### src/rtl/gcfr_smem.sv
// State memory: hidden banks, gate and scratch vectors; one write, two reads.
// Stand-alone; no package dependency.
module gcfr_smem #(
  parameter int DEPTH = 128,
  parameter int AW = 7
) (
  input  logic                clk,
  input  logic                we,
  input  logic [AW-1:0]       waddr,
  input  logic signed [15:0]  wdata,
  input  logic [AW-1:0]       raddr_a,
  input  logic [AW-1:0]       raddr_b,
  output logic signed [15:0]  rdata_a,
  output logic signed [15:0]  rdata_b
);

  logic signed [15:0] mem [DEPTH];

  always_ff @(posedge clk) begin
    if (we) begin
      mem[waddr] <= wdata;
    end
    rdata_a <= mem[raddr_a];
    rdata_b <= mem[raddr_b];
  end

endmodule

### config.mk
export PLATFORM = sky130hd
export DESIGN_NAME = gcfr_smem
export DESIGN_NICKNAME = d
export VERILOG_FILES = /design/src/rtl/gcfr_smem.sv
export SDC_FILE = /design/constraint.sdc
export NUM_CORES = 2
export LEC_CHECK = 0
export BUFFER_PORTS_ARGS = -buffer_cell sky130_fd_sc_hd__buf_2
export CORE_AREA = 3 3 567 569
export CTS_CLUSTER_DIAMETER = 150
export DETAILED_ROUTE_END_ITERATION = 7
export DIE_AREA = 0 0 570 572
export GPL_TIMING_DRIVEN = 0
export SYNTH_ARGS = -nofsm -noshare
export SYNTH_HDL_FRONTEND = slang
export SYNTH_SLANG_ARGS = --single-unit
### constraint.sdc
create_clock -name clk -period 7.4 [get_ports clk]
set_clock_uncertainty 0.2 [all_clocks]
set_input_delay 0.74 -clock clk [delete_from_list [all_inputs] [get_ports clk]]
set_output_delay 0.74 -clock clk [all_outputs]
set_load 0.01 [all_outputs]
==> reports/qor.txt <==
status -> finished, violations left
failing checks -> max-capacitance violations, max-slew violations
Max-cap violations -> 1
min Tclk post-route -> 4830 ps
Crit path top cell by count -> mux4_2
Post-Synthesis Cells -> 3941
setup TNS -> 0 ps
Final Hold Vio Count -> 0
Die Area -> 326000 µm²
hpwl dp -> 232 mm
Synth area leader -> edfxtp_1
Worst slew margin -> -0.00597
post-route cell area -> 110000 µm²
via count -> 51143
Die W -> 570 µm
synthesized net count -> 3980
Final Max Tran Viols -> 11
max frequency -> 207 MHz
Worst-path clk slew -> 60 ps
hold buffers post-CTS -> 0
Core Footprint -> 317000 µm²
CTS tree -> yes
RSZ-0062 raised after global routing -> no
CP Cell Sequence -> clkbuf_1 > clkbuf_1 > buf_1 > mux4_2 > mux4_2 > mux4_2 > mux2_2
crit-path leading delay family -> buffers and inverters
DP Cell Count -> 8328
port bufs -> 54
R2R setup slack -> 4390 ps
DR vias/cell -> 5.85
Max Buffers Root-to-Sink -> 4
post-synthesis sequential area ratio -> 0.656
worst hold slack -> 109 ps
DRC errors left -> 0
total track usage -> 0.194
Placed Area -> 104000 µm²
Root Buffer -> clkbuf_16
Clock Latency Late Sink -> 940 ps
Hold Crit Class -> in2reg
commonest non-fill, non-tap cell in the layout -> edfxtp_1
Final ANT Viol Nets -> 0
Leakage -> 33.0 nW
first-pass GRT wire length -> 434 mm
yosys warns -> 0
initial core utilization -> 0.299
Synth top area share -> 0.649
Power Density -> 236 nW/µm²
post-synthesis cell type count -> 16
peak per-stage delay on the critical path -> 1120 ps
Setup-failing EPs final -> 0
largest net degree at the start of global routing -> 90
critical path arrival -> 5290 ps
Synth Register Bits -> 2080
Critical Path End Type -> register
antenna violations before repair -> 63
share of layout cells above drive strength 1 -> 0.473
final-layout fill cell count -> 28840
drt wl/cell -> 36.6 µm
slowest library cell on the worst path -> clkbuf_1
Worst-Margin Slew -> 1510 ps
clk sinks -> 2080
die extent in y -> 572 µm
total wire length -> 320 mm
number of CTS-inserted buffers -> 210
worst path bufs/invs -> 3
Critical Path RT -> 7860 ps
commonest non-fill, non-tap cells in the layout -> 2048 x edfxtp_1, 1344 x mux4_2, 213 x clkbuf_16, 173 x clkbuf_1, 144 x buf_2
row cnt -> 207
Critical Path Start Type -> primary input
final net count -> 4400
Tcrit/Tclk final -> 0.653
post-CTS sizing -> 0
RD Place Congestion -> 0.961
Finished Layout Cells -> 8740
Iter 0 DRT Violations -> 8155
gr ovfl total -> 0
vias in the first global route -> 50958
DRT Pass-1 Iters -> 6
Syn-to-layout area delta -> 16.3%
Netlist Area Pre-Place -> 94800 µm²
htree depth -> 4
Setup Buffers After CTS -> 0
Max Fanout on Critical Path -> 10
WS Path Type -> in2reg
VDD IR max -> 0.196 mV
top cells by area, synth -> edfxtp_1 65%, mux4_2 32%, dfxtp_1 0.68%
syn avg cell area -> 24.1 µm²
num ports -> 71
post-layout power -> 26.0 mW
[final timing paths]
path	from	end	depth (start not counted)
setup reg to reg	mem[55][2]$_DFFE_PP_	rdata_a[2]$_DFF_P_	4
hold / removal	wdata[8]	mem[106][8]$_DFFE_PP_	1
hold reg to reg	mem[127][11]$_DFFE_PP_	rdata_a[11]$_DFF_P_	4
setup / recovery	raddr_a[2]	rdata_a[2]$_DFF_P_	7
[sequential cells by signal, summed over array words and instances (netlist names)]
signal and flops:
rdata_a 16, rdata_b 16, mem 2048
[stage by stage]
stage,worst slack (ps),util
after CTS,2570,0.347
after detailed placement,1680,0.326
after global placement,1570,0.316
final,2570,0.347
after global routing,2740,0.347
after floorplan,3970,-
[where the power goes]
part / leakage, nW / internal (mW) / total, mW / switching (mW)
clock network: 3.22 / 5.86 / 10.5 / 4.65
registers: 18.7 / 13.0 / 13.0 / 0.0264
logic: 11.1 / 0.956 / 2.47 / 1.51
[cell usage after synthesis (all sizes together)]
cell	number
buf	152
clkbuf	163
dfxtp	32
edfxtp	2048
mux2	32
mux4	1344
nand2	14
nand2b	2
nand3	12
nand4	3
nor2	122
nor2b	7
nor3	9
or3	1
[final cells by class]
type,count,area [µm²],area share
well taps,4180,5230,0.0474
clock buffers,250,5480,0.0497
multi-input cells,1546,31700,0.287
repair buffers,208,3190,0.0289
diodes,42,105,0.000953
plain buffers,315,1360,0.0123
flip-flops and latches,2080,62100,0.564
clock inverters,119,1070,0.00974
[cell families (layout without fill, tap and decap cells)]
| family | after synthesis | in the layout | share of synthesized area |
|---|---|---|---|
| muxes | 1376 | 1376 | 0.323 |
| other | 0 | 42 | 0 |
| DFF | 2080 | 2080 | 0.656 |
| buffers and inverters | 315 | 892 | 0.0140 |
| and+or+nand+nor | 170 | 170 | 0.00735 |
[metal layers]
| layer | track usage | vias to the layer above | wire length [µm] |
|---|---|---|---|
| met1 | 0.251 | 28264 | 116000 |
| li1 | - | 18852 | - |
| met5 | 0 | - | 131 |
| met2 | 0.300 | 3376 | 150000 |
| met3 | 0.0555 | 631 | 37700 |
| met4 | 0.0917 | 20 | 16300 |
No activity file was read; power rests on OpenSTA's default activity.
