## config.mk

```make
export PLATFORM = sky130hd
export DESIGN_NAME = gcfr_div
export DESIGN_NICKNAME = d
export VERILOG_FILES = /design/src/rtl/gcfr_pkg.sv /design/src/rtl/gcfr_div.sv
export SDC_FILE = /design/constraint.sdc
export NUM_CORES = 1
export LEC_CHECK = 0
export ABC_AREA = 1
export CORE_ASPECT_RATIO = 2
export CORE_MARGIN = 4
export CORE_UTILIZATION = 50
export DETAILED_ROUTE_END_ITERATION = 8
export DONT_BUFFER_PORTS = 1
export PLACE_DENSITY = 0.69
export SYNTH_ARGS = -nofsm -noshare
export SYNTH_HDL_FRONTEND = slang
export SYNTH_SLANG_ARGS = --single-unit
```

## constraint.sdc

```tcl
create_clock -name clk -period 3.9 [get_ports clk]
set_clock_uncertainty 0.15 [all_clocks]
set_input_delay 0.39 -clock clk [delete_from_list [all_inputs] [get_ports clk]]
set_output_delay 0.39 -clock clk [all_outputs]
set_load 0.03 [all_outputs]
```

## src/rtl/gcfr_pkg.sv

```systemverilog
// Shared types, constants and fixed-point helpers of the GRU cell with readout.
// Used by the MAC, divider and top-level modules; depends on nothing else.
package gcfr_pkg;

  localparam int ACC_W = 48;
  localparam logic signed [15:0] Q_ONE = 16'sd4096;

  localparam logic [1:0] CMD_WRITE = 2'd0;
  localparam logic [1:0] CMD_STEP  = 2'd1;
  localparam logic [1:0] CMD_CLEAR = 2'd2;

  typedef struct packed {
    logic valid;
    logic first;
    logic last;
  } mac_ctl_t;

  function automatic logic signed [15:0] round_sat(input logic signed [ACC_W-1:0] acc);
    logic signed [ACC_W-1:0] b;
    logic signed [ACC_W-1:0] s;
    b = acc + ACC_W'(2048);
    s = b >>> 12;
    if (s > ACC_W'(32767)) begin
      round_sat = 16'sh7fff;
    end else if (s < -ACC_W'(32768)) begin
      round_sat = -16'sh8000;
    end else begin
      round_sat = s[15:0];
    end
  endfunction

  function automatic logic signed [15:0] sigm(input logic signed [16:0] x);
    logic [17:0] a;
    logic [12:0] y;
    a = x[16] ? 18'(-{x[16], x}) : 18'({x[16], x});
    if (a >= 18'd20480) begin
      y = 13'd4096;
    end else if (a >= 18'd9728) begin
      y = 13'(a >> 5) + 13'd3456;
    end else if (a >= 18'd4096) begin
      y = 13'(a >> 3) + 13'd2560;
    end else begin
      y = 13'(a >> 2) + 13'd2048;
    end
    sigm = x[16] ? (Q_ONE - 16'(y)) : 16'(y);
  endfunction

  function automatic logic signed [15:0] tanh_q(input logic signed [15:0] x);
    logic signed [15:0] s;
    s = sigm(signed'({x, 1'b0}));
    tanh_q = signed'({s[14:0], 1'b0}) - Q_ONE;
  endfunction

endpackage

```

## src/rtl/gcfr_div.sv

```systemverilog
// Restoring divider for softsign: q = (mag*2^15 + d/2) / d with d = 2^24 + mag.
// One quotient bit per cycle for a 16-bit quotient; depends on gcfr_pkg.
module gcfr_div (
  input  logic                              clk,
  input  logic                              rst,
  input  logic                              start,
  input  logic [gcfr_pkg::ACC_W-1:0]        mag,
  output logic                              done,
  output logic [15:0]                       q
);

  localparam int NW = gcfr_pkg::ACC_W + 16;

  logic [NW-1:0] rem;
  logic [NW-1:0] dsh;
  logic [NW-1:0] d;
  logic [3:0]    cnt;
  logic          busy;
  logic          ge;

  assign d  = NW'(mag) + (NW'(1) << 24);
  assign ge = rem >= dsh;

  always_ff @(posedge clk) begin
    if (rst) begin
      busy <= 1'b0;
      done <= 1'b0;
    end else begin
      done <= 1'b0;
      if (start) begin
        busy <= 1'b1;
      end else if (busy && cnt == 4'd0) begin
        busy <= 1'b0;
        done <= 1'b1;
      end
    end
    if (start) begin
      rem <= (NW'(mag) << 15) + (d >> 1);
      dsh <= d << 15;
      cnt <= 4'd15;
      q   <= '0;
    end else if (busy) begin
      if (ge) begin
        rem <= rem - dsh;
      end
      q   <= {q[14:0], ge};
      dsh <= dsh >> 1;
      cnt <= cnt - 4'd1;
    end
  end

endmodule

```

==> results.md <==
* Outcome: finished, violations left
* Violated checks: negative hold slack
* CTS Hold Buffers Added at 10
* Power Density at 477 nW/µm²
* Row count at 91
* Worst Path Max Fanout at 5
* CTS Buffer Depth at 2
* Die area at approximately 34000 µm²
* Port buffer count at 0
* Via count at approximately 18000
* Residual DRC count at 0
* Fillcell total at between 3000 and 4000
* Mux cell area share after synthesis at less than 1%
* Placed Instances at slightly above 3000
* Core Box Area at 30900 µm²
* Post-synth top area cell: nand2_1
* Syn Std Cell Area at 15600 µm²
* GP Congestion at about 1.1
* Worst Setup End Kind: flip-flop
* Synth Net Count at roughly 2800
* Final setup fails at 0
* Adder-cell share of the synthesized area at 8.36%
* Seq cells post-synth at 150
* Number of global-route vias before repair at ~18000
* Post-Synth Simple-Gate Area at roughly two fifths
* Initial core utilization at approximately 51%
* Final Max Tran Viols at 0
* Kind of critical path: input pin to flip-flop
* Hold Path Class: input pin to flip-flop
* Avg Vias per Cell at between 5 and 6
* Top post-synthesis cells by area: nand2_1 (23%), edfxtp_1 (22%), inv_1 (14%)
* Mapped Cells at 2634
* WL per Instance at 23.8 µm
* Compound-Gate Fraction of Synth Area at 9.78%
* Leakage power at 9.68 nW
* CP arrival at between 3 and 4 ns
* Synth warn at 0
* NumNets Final at 2878
* Die Span Y at approximately 260 µm
* Worst slew margin at between 30% and 40%
* Startpoint Class: input pin
* Remaining Overflow, GRT at 0
* Required time worst endpoint at between 3 and 4 ns
* Syn avg cell area at a little under 6 µm²
* CTS Buf Count at 17
* Worst-Margin Slew at roughly 0.98 ns
* H-tree depth at 4
* Initial antenna violation count at 1
* Synth-to-Final Area Change at 12.0%
* DR pass1 iterations at 6
* Die width at around 130 µm
* Seq/Total Area, Yosys at between 20% and 30%
* Fin crit period at 3.70 ns
* Highest clock rate at 270 MHz
* Cell Count, Final, Fillers Out at 3155
* DRT antenna net count at 0
* Worst skew pair latency at between 0.4 and 0.5 ns
* CTS resizes at 0
* Final period util at 94.9%
* RSZ-0062 raised after global routing: no
* Area share of the leading cell type in the synthesized netlist at 23.4%
* Largest family of logic cells by synthesized area: simple AND/OR/NAND/NOR gates
* Maxcap violations at 0
* Clock Tree Root: clkbuf_16
* Largest net degree at the start of global routing at 90
* Post-Synth XOR/XNOR Area at ~1.7%
* Layout cells sized above 1 at ~7.7%
* Cell variety after synth at between 40 and 50
* Peak VDD IR at ~380 µV
* Ports at just under 70
* Post-DP HPWL at about 60000 µm
* ANT cells at 0
* DR iter-0 viols at 1468
* Final WL at 75200 µm
* Worst hold slack at -0.000887 ns
* Total GRT Usage at between 40% and 50%
* Clk pin slew, worst setup/hold paths at roughly 0.070 ns
* Post-CTS Setup Bufs at 0
* Final Hold Viols at 1
* First-pass GRT wire length at 108000 µm
* Clk sinks at 150
* CTS tree: done
[cells by family (layout without fill, tap and decap cells)]
logic type,after synthesis,after routing
DFF,150,150
AOI/OAI and AO/OA,284,284
adders and majority gates,103,103
xor gates and xnor gates,30,30
buffers and inverters,622,725
and+or+nand+nor,1444,1444
muxes,1,1
[cell type report]
class                           instances  area [µm²]  area share (%)
Tap cell                              418         523            2.99
Clock buffer                           18         450            2.58
Timing Repair Buffer                  102         891            5.10
Multi-Input combinational cell       1862        9120            52.2
Sequential cell                       150        4130            23.7
Clock inverter                         14         136           0.780
Inverter                              591        2220            12.7
[registers in the layout (all words and copies together), names as in the netlist]
| register | cells |
|---|---|
| dsh | 64 |
| rem | 64 |
| q | 16 |
| cnt | 4 |
| busy | 1 |
| done | 1 |
[synthesized netlist by cell type, drive strengths merged]
cell    number
nand2     1003
inv        590
nor2       219
nand3      146
edfxtp     113
a21oi      108
o21ai      108
ha         101
o22ai       52
dfxtp       37
nor3        29
xor2        29
nand4       26
buf         20
clkbuf      11
o21bai       8
nor4         7
or2          5
and2         4
a21o         3
nand3b       3
a22oi        2
fa           2
nor3b        2
o31ai        2
a21boi       1
clkinv       1
mux2i        1
xnor2        1
[worst paths after layout]
path                       start                  end  slack (ns)  cells after the start
min reg2reg  cnt[3]$_SDFFE_PP1P_  cnt[3]$_SDFFE_PP1P_        0.33                      1
min                      mag[24]    dsh[39]$_DFFE_PP_     -0.0009                      1
max                      mag[40]    rem[47]$_DFFE_PP_        0.20                     17
max reg2reg    rem[57]$_DFFE_PP_    rem[25]$_DFFE_PP_        0.34                     12
[worst max-delay path: stages]
cell     delay, ns
nand2_1       0.04
inv_2         0.09
nand3_1       0.26
nor2_1        0.33
nand4_1       0.19
xor2_1        0.51
ha_1          0.48
a21oi_1       0.30
o21ai_0       0.22
nand3_1       0.11
nand2_1       0.08
buf_4         0.15
nor2_1        0.19
buf_4         0.18
nand3_1       0.08
nand3_1       0.10
nand2_1       0.05
[per-stage QoR]
step	util (%)	total power, mW	TNS [ns]	setup slack [ns]	instance area [µm²]
floorplan	-	4.83	0	0.198	15600
global placement	54.4	6.33	-0.699	-0.164	16800
detailed placement	54.4	6.39	-0.313	-0.119	16800
CTS	56.6	8.11	0	0.340	17500
global route	56.6	8.72	0	0.170	17500
finish	56.6	8.33	0	0.197	17500
[power by group]
part           switching (mW)  internal, mW  total [mW]
clock network           0.806         0.931        1.74
logic                    3.19          1.26        4.44
registers               0.124          2.02        2.15
total                    4.11          4.21        8.33
[placed cells by master, fill, tap and decap left out, types with 9 or more instances in the layout]
cell type,synthesis,final
o21ai_0,99,99
dlygate4sd3_1,0,10
nor2_2,23,23
xor2_1,29,29
nor3_2,10,10
clkbuf_16,0,18
buf_4,0,84
nor2_1,194,194
nor3_1,19,19
inv_1,583,582
a21oi_1,108,108
edfxtp_1,113,113
ha_1,101,101
o21ai_1,9,9
nand4_1,26,26
nand2_2,29,30
nand2_1,974,973
o22ai_1,52,52
dfxtp_1,37,37
nand3_1,142,142
inv_2,7,9
[metal layers]
layer  GRT usage, %  vias up  share of wire [%]
met1           35.5     7945                 28
met2           74.8      923                 48
li1               -     8354                  -
met3           9.34      497                6.7
met5              0        -              0.017
met4           57.8        2                 17
Note: power is estimated with default switching activity, not from simulation.
