--- config.mk ---
export PLATFORM = sky130hd
export DESIGN_NAME = gcfr_mac
export DESIGN_NICKNAME = d
export VERILOG_FILES = /design/src/rtl/gcfr_pkg.sv /design/src/rtl/gcfr_mac.sv
export SDC_FILE = /design/constraint.sdc
export NUM_CORES = 1
export LEC_CHECK = 0
export BUFFER_PORTS_ARGS = -buffer_cell sky130_fd_sc_hd__buf_2
export CORE_MARGIN = 5
export CORE_UTILIZATION = 32
export CTS_CLUSTER_DIAMETER = 60
export DETAILED_ROUTE_END_ITERATION = 7
export PLACE_DENSITY = 0.45
export SYNTH_ARGS = -nofsm -noshare
export SYNTH_HDL_FRONTEND = slang
export SYNTH_SLANG_ARGS = --single-unit
--- constraint.sdc ---
create_clock -name clk -period 10.3 [get_ports clk]
set_input_delay 1.545 -clock clk [delete_from_list [all_inputs] [get_ports clk]]
set_output_delay 1.545 -clock clk [all_outputs]
set_load 0.02 [all_outputs]
--- src/rtl/gcfr_pkg.sv ---
// Shared types, constants and fixed-point helpers of the GRU cell with readout.
// Used by the MAC, divider and top-level modules; depends on nothing else.
package gcfr_pkg;

  localparam int ACC_W = 48;
  localparam logic signed [15:0] Q_ONE = 16'sd4096;

  localparam logic [1:0] CMD_WRITE = 2'd0;
  localparam logic [1:0] CMD_STEP  = 2'd1;
  localparam logic [1:0] CMD_CLEAR = 2'd2;

  typedef struct packed {
    logic valid;
    logic first;
    logic last;
  } mac_ctl_t;

  function automatic logic signed [15:0] round_sat(input logic signed [ACC_W-1:0] acc);
    logic signed [ACC_W-1:0] b;
    logic signed [ACC_W-1:0] s;
    b = acc + ACC_W'(2048);
    s = b >>> 12;
    if (s > ACC_W'(32767)) begin
      round_sat = 16'sh7fff;
    end else if (s < -ACC_W'(32768)) begin
      round_sat = -16'sh8000;
    end else begin
      round_sat = s[15:0];
    end
  endfunction

  function automatic logic signed [15:0] sigm(input logic signed [16:0] x);
    logic [17:0] a;
    logic [12:0] y;
    a = x[16] ? 18'(-{x[16], x}) : 18'({x[16], x});
    if (a >= 18'd20480) begin
      y = 13'd4096;
    end else if (a >= 18'd9728) begin
      y = 13'(a >> 5) + 13'd3456;
    end else if (a >= 18'd4096) begin
      y = 13'(a >> 3) + 13'd2560;
    end else begin
      y = 13'(a >> 2) + 13'd2048;
    end
    sigm = x[16] ? (Q_ONE - 16'(y)) : 16'(y);
  endfunction

  function automatic logic signed [15:0] tanh_q(input logic signed [15:0] x);
    logic signed [15:0] s;
    s = sigm(signed'({x, 1'b0}));
    tanh_q = signed'({s[14:0], 1'b0}) - Q_ONE;
  endfunction

endpackage

--- src/rtl/gcfr_mac.sv ---
// Two-stage multiply-accumulate: registered product, then accumulation.
// Depends on gcfr_pkg for the accumulator width and control struct.
module gcfr_mac (
  input  logic                              clk,
  input  logic                              rst,
  input  gcfr_pkg::mac_ctl_t                ctl,
  input  logic signed [15:0]                a,
  input  logic signed [15:0]                b,
  output logic                              done,
  output logic signed [gcfr_pkg::ACC_W-1:0] acc
);

  gcfr_pkg::mac_ctl_t pctl;
  logic signed [31:0] prod;

  always_ff @(posedge clk) begin
    if (rst) begin
      pctl <= '0;
      done <= 1'b0;
    end else begin
      pctl <= ctl;
      done <= pctl.valid & pctl.last;
    end
    prod <= a * b;
    if (pctl.valid) begin
      acc <= (pctl.first ? '0 : acc) + gcfr_pkg::ACC_W'(prod);
    end
  end

endmodule

==> qor.yml, run 1 <==
run_status:
  outcome: "finished clean"
worst_setup_path:
  cp_cell_sequence: "buf_2 -> nand2_1 -> inv_1 -> fa_1 -> inv_1 -> fa_1 -> fa_1 -> inv_1 -> fa_1 -> fa_1 -> inv_1 -> fa_1 -> inv_1 -> ha_1 -> and3_1 -> a221oi_1 -> o21ai_0 -> a211oi_1 -> o31ai_1 -> o21ai_0 -> nand2b_1 -> a21oi_1 -> xnor2_1"
  crit_path_max_fanout: 16
  r2r_start: "pctl[1]$_SDFF_PP0_"
  crit_required_ns: 10.58
  cp_top_family: "adder cells"
  cp_common_cell: "fa_1"
  cp-start-kind: "input pin"
  cp_num_buf_inv: 6
  cpMaxStageDelayCell: "fa_1"
  end_kind: "flip-flop"
  max_stage_delay_ns: 0.70
  reg2reg_to: "acc[47]$_DFFE_PP_"
  rr_worst_depth: 13
  ff2ff_setup_slack_ns: 6.42
  worstPathArrival_ns: 7.63
  crit_type: "input pin to flip-flop"
floorplan:
  row_count: 78
  dieWidth_um: 225
  io_pins: 86
  coreArea_um2: 45600
  start_util: 0.325
  fp.dieH_um: 225
  dieArea_um2: 50700
routing:
  viasPerCell: 4.66
  first_pass_iters: 5
  first_iter_violations: 455
  wl_per_cell_um: 16.2
  ant_nets: 0
  vias: 10400
  wl_mm: 36.0
  drc: 0
min_path:
  min_from: "pctl[0]$_SDFF_PP0_"
  min_path_cells: 2
  hold_path_end: "done$_SDFF_PP0_"
  hold_path_class: "flip-flop to flip-flop"
clock_network:
  clockBufferDepth: 2
  htreeDepth: 3
  postCtsResizedCells: 0
  clkTransAtPathRegs_ns: 0.06
  postCtsSetupBuffers: 0
  cts_buffers: 9
  cts_root_buf: "clkbuf_16"
  clock-sinks: 84
  cts_tree: "yes"
  cts_hold_buf: 0
  clk_latency_ns: 0.35
synthesis:
  synth.ff_latch_count: 84
  synth_ff_type: "edfxtp_1"
  synth_fp_nets: 1998
  synth_edf_count: 48
  syn_area_um2: 14800
  ys_async_sr_fraction: 0
  yosysUniqueCellTypes: 70
  yosys_warnings: 0
  ys_seq_area_frac: 0.146
  syn_area_per_cell_um2: 9.45
  syn_inst: 1569
timing:
  rsz0062_at_grt: "no"
  tightest_slew_ns: 0.822
  slew_headroom: 0.452
  finalClockSkew_ns: 0.00974
  hold_viol: 0
  timing.fmax_mhz: 136
  finalCritPeriodShare: 0.714
  setup_violations: 0
  finalSetupTns_ns: 0
  fin_crit_ns: 7.35
  slew_viol_final: 0
global_route:
  grt_pass1_wl_mm: 60.6
  grt_pass1_vias: 11300
  grt_max_degree: 50
  grt_antenna_before_repair: 0
  grt_overflow: 0
  grtUsageTotal: 0.147
run:
  cap_violations: 0
placement:
  dpl.hpwl_mm: 29.8
  portBuffers: 85
  globalplace.congestion: 0.815
cells_and_area:
  regArea_um2: 2160
  final_cell_mix: "326 x inv_1, 263 x fa_1, 155 x nand2_1"
  multi_input_area_um2: 11200
  fillerInstances: 4731
  diodes: 0
  nNetsFinal: 2051
  final_common_cell: "inv_1"
  final_layout_size_suffix_gt1_frac: 0.0762
  area_growth_pct: 8.59
## Yosys cell counts, types with 3 or more instances
master	n	share of area
a21oi_1	55	0.019
a41oi_1	4	0.0024
and2_1	126	0.053
a21o_1	29	0.015
clkbuf_1	41	0.010
xnor2_1	56	0.033
fa_1	263	0.36
o211ai_1	4	0.0020
or3_1	7	0.0030
nor4_1	3	0.0013
nor2b_1	58	0.024
a211oi_1	7	0.0035
xor2_1	19	0.011
nand2_1	155	0.039
nand4_1	4	0.0017
edfxtp_1	48	0.097
dfxtp_1	36	0.049
o21bai_1	7	0.0035
nor3_1	12	0.0041
o21ai_0	23	0.0078
and3_1	6	0.0025
nor2_1	45	0.011
ha_1	129	0.11
a211oi_2	3	0.0025
nand3_1	13	0.0044
a211o_1	4	0.0024
inv_1	326	0.083
nand2b_1	14	0.0059
o21a_1	14	0.0071
a31oi_1	7	0.0030
## state kept, by name, summed over array words and instances, names as in the netlist
name	cells
acc	48
prod	32
pctl	3
done	1
## per-stage QoR
stage | instances | cell area, um^2 | hold slack (ns) | utilization | worst slack, ns
final | 2227 | 16100 | 0.413 | 0.353 | 2.95
after global routing | 2227 | 16100 | 0.427 | 0.353 | 2.53
after CTS | 2227 | 16100 | 0.413 | 0.353 | 2.93
after detailed placement | 2211 | 15800 | 0.405 | 0.347 | 2.58
after global placement | 2211 | 15800 | 0.403 | 0.347 | 2.66
after floorplan | 1569 | 14800 | 0.395 | - | 3.16
## worst min-delay path, stage by stage, from the launching register on
cell and delay (ns):
dfxtp_1 0.30, nand2_1 0.05, nor2_1 0.03
## layer usage
metal  vias up  track usage  wire length, um
li1       4977            -                -
met1      5187        0.214            18000
met2       188        0.240            16200
met3        18       0.0175             1460
met4         0       0.0242              264
met5         -            0                0
## cell families (layout without fill, tap and decap cells)
family                     Yosys count  in the layout  share of synthesized area
xor gates and xnor gates            75             75                     0.0443
adders and majority gates          392            392                      0.464
AOI/OAI and AO/OA                  189            189                     0.0894
and+or+nand+nor                    458            458                      0.161
DFF                                 84             84                      0.146
buffers and inverters              371            429                     0.0957
## final cells by class
type	instances	share of cell area
clock inverter	2	0.000622
timing repair buffer	87	0.0274
multi-input combinational	1114	0.698
tap	600	0.0466
clock buffer	14	0.0165
sequential	84	0.134
inverter	326	0.0760
## how the worst max path moves through the flow
| stage | startpoint | endpoint | slack [ns] | cells past startpoint |
|---|---|---|---|---|
| after floorplan | a[15] | prod[31]$_DFF_P_ | 3.16 | 23 |
| final | b[1] | prod[30]$_DFF_P_ | 2.95 | 23 |
| after global placement | b[1] | prod[30]$_DFF_P_ | 2.66 | 23 |
| after detailed placement | b[1] | prod[31]$_DFF_P_ | 2.58 | 23 |
| after global routing | b[1] | prod[30]$_DFF_P_ | 2.53 | 23 |
| after CTS | b[1] | prod[30]$_DFF_P_ | 2.93 | 23 |
Power of run 1 is not shown: default switching activity piles up to over one toggle a cycle in this logic, so the estimate is an artifact.
==> inputs of run 2 (changes only) <==
clock period = 7 ns   (was 10.3 ns; I/O delays follow)
==> run 2 against run 1 <==
Against the previous run: cell count increased by 2.7%; first-iteration DRC count decreased by 22%; die area unchanged; non-clock buffer count increased by 60; flip-flop and latch count unchanged; clock-buffer cell count decreased by 3; wire length increased by 4.3%; worst hold slack improved by 0.00055 ns; register-to-register slack got worse by 3.3 ns; via count increased by 1.4%; clock skew increased by 0.0038 ns; core utilization increased by 1.2 points; largest cell class unchanged.
==> qor.yml, run 2 (synthesized netlist as in run 1, its figures left out) <==
run_status:
  outcome: "finished clean"
cells_and_area:
  largest_reg_flops: 48
  regArea_um2: 2160
  fin_util: 0.365
  final_cell_mix: "326 x inv_1, 263 x fa_1, 155 x nand2_1"
  multi_input_area_um2: 11200
  area_growth_pct: 12.2
  reg_top3: "acc: 48 flops, prod: 32 flops, pctl: 3 flops"
  final_common_cell: "inv_1"
  final_layout_size_suffix_gt1_frac: 0.111
  diodes: 0
  nNetsFinal: 2111
  final_cells: 2287
  largest-register: "acc"
  fillerInstances: 4680
routing:
  first_iter_violations: 353
  drc: 0
  viasPerCell: 4.60
  ant_nets: 0
  first_pass_iters: 4
  vias: 10500
  wl_per_cell_um: 16.4
  wl_mm: 37.6
worst_setup_path:
  end_kind: "flip-flop"
  ff2ff_setup_slack_ns: 3.15
  reg2reg_to: "acc[47]$_DFFE_PP_"
  cp-start-kind: "input pin"
  crit_type: "input pin to flip-flop"
  crit_path_max_fanout: 8
  crit_required_ns: 7.27
  worstPathArrival_ns: 6.89
  r2r_start: "pctl[1]$_SDFF_PP0_"
  rr_worst_depth: 13
timing:
  hold_viol: 0
  slew_viol_final: 0
  finalCritPeriodShare: 0.946
  slew_headroom: 0.450
  setup_slack_ns: 0.377
  worst_hold_slack_ns: 0.414
  tightest_slew_ns: 0.824
  finalClockSkew_ns: 0.0135
  fin_crit_ns: 6.62
  timing.fmax_mhz: 151
  setup_violations: 0
  rsz0062_at_grt: "no"
floorplan:
  fp.dieH_um: 225
  dieWidth_um: 225
  row_count: 78
  dieArea_um2: 50700
  start_util: 0.325
  io_pins: 86
  coreArea_um2: 45600
global_route:
  grt_pass1_wl_mm: 62.9
  met2_usage: 0.256
  grt_max_degree: 50
  grtUsageTotal: 0.153
  grt_overflow: 0
  grt_pass1_vias: 11600
  grt.busiest_layer: "met2"
  use_met1: 0.221
  grtUsageMet3: 0.0129
  grt_antenna_before_repair: 0
placement:
  dpl.hpwl_mm: 31.6
  globalplace.congestion: 0.853
  placed_cells: 2271
  portBuffers: 85
  pre_cts_slack_ns: -0.0129
clock_network:
  postCtsResizedCells: 0
  clkTransAtPathRegs_ns: 0.07
  clockBufferDepth: 2
  cts_hold_buf: 0
  clock-sinks: 84
  cts_root_buf: "clkbuf_16"
  postCtsSetupBuffers: 0
  clk_latency_ns: 0.34
  htreeDepth: 3
  cts_buffers: 9
  cts_tree: "yes"
min_path:
  min_from: "pctl[0]$_SDFF_PP0_"
  hold_path_end: "done$_SDFF_PP0_"
  hold_path_class: "flip-flop to flip-flop"
  min_path_cells: 2
run:
  cap_violations: 0
==> run 2: cell types whose count changed in the layout (fill, tap and decap cells not counted), sizes merged <==
cell / change
buf: +60
clkbuf: -3
bufinv: +2
inv: +1
==> run 2: how the worst max path moves through the flow <==
stage,from,slack (ns),depth (start not counted),endpoint
after global placement,a[15],0.03,23,prod[30]$_DFF_P_
final,a[15],0.38,23,prod[31]$_DFF_P_
after global routing,b[4],0.06,25,prod[31]$_DFF_P_
after floorplan,a[15],0.35,23,prod[31]$_DFF_P_
after detailed placement,a[15],-0.01,25,prod[31]$_DFF_P_
after CTS,a[15],0.34,23,prod[30]$_DFF_P_
==> run 2: metrics by stage <==
| stage | TNS [ns] | area, um^2 |
|---|---|---|
| finish | 0 | 16600 |
| global route | 0 | 16600 |
| CTS | 0 | 16600 |
| detailed placement | -0.0129 | 16300 |
| global placement | 0 | 16300 |
| floorplan | 0 | 14800 |
==> run 2: per-layer routing <==
| layer | vias up | part of all wire | wire [um] |
|---|---|---|---|
| met5 | - | 0 | 0 |
| li1 | 5105 | - | - |
| met4 | 0 | 0.016 | 608 |
| met1 | 5229 | 0.50 | 18700 |
| met2 | 146 | 0.46 | 17200 |
| met3 | 31 | 0.028 | 1060 |
==> run 2: final cells by class <==
type	count	share of cell area
multi-input cells	1114	0.676
flip-flops and latches	84	0.130
inverters	326	0.0736
repair buffers	147	0.0551
well taps	600	0.0451
clock buffers	11	0.0153
clock inverters	5	0.00496
==> run 2: worst max-delay path: stages <==
cell      delay (ns)
buf_2           0.19
nand2_1         0.15
inv_1           0.09
fa_1            0.57
buf_4           0.17
fa_1            0.46
fa_1            0.49
fa_1            0.53
fa_1            0.54
inv_1           0.05
fa_1            0.48
inv_1           0.05
ha_1            0.30
a21o_1          0.16
a221oi_1        0.29
buf_4           0.17
o21a_1          0.13
a31oi_1         0.12
a41oi_1         0.31
a21oi_1         0.12
a21o_1          0.19
a21oi_1         0.16
xnor2_1         0.14
Power of run 2 is left out for the same reason.
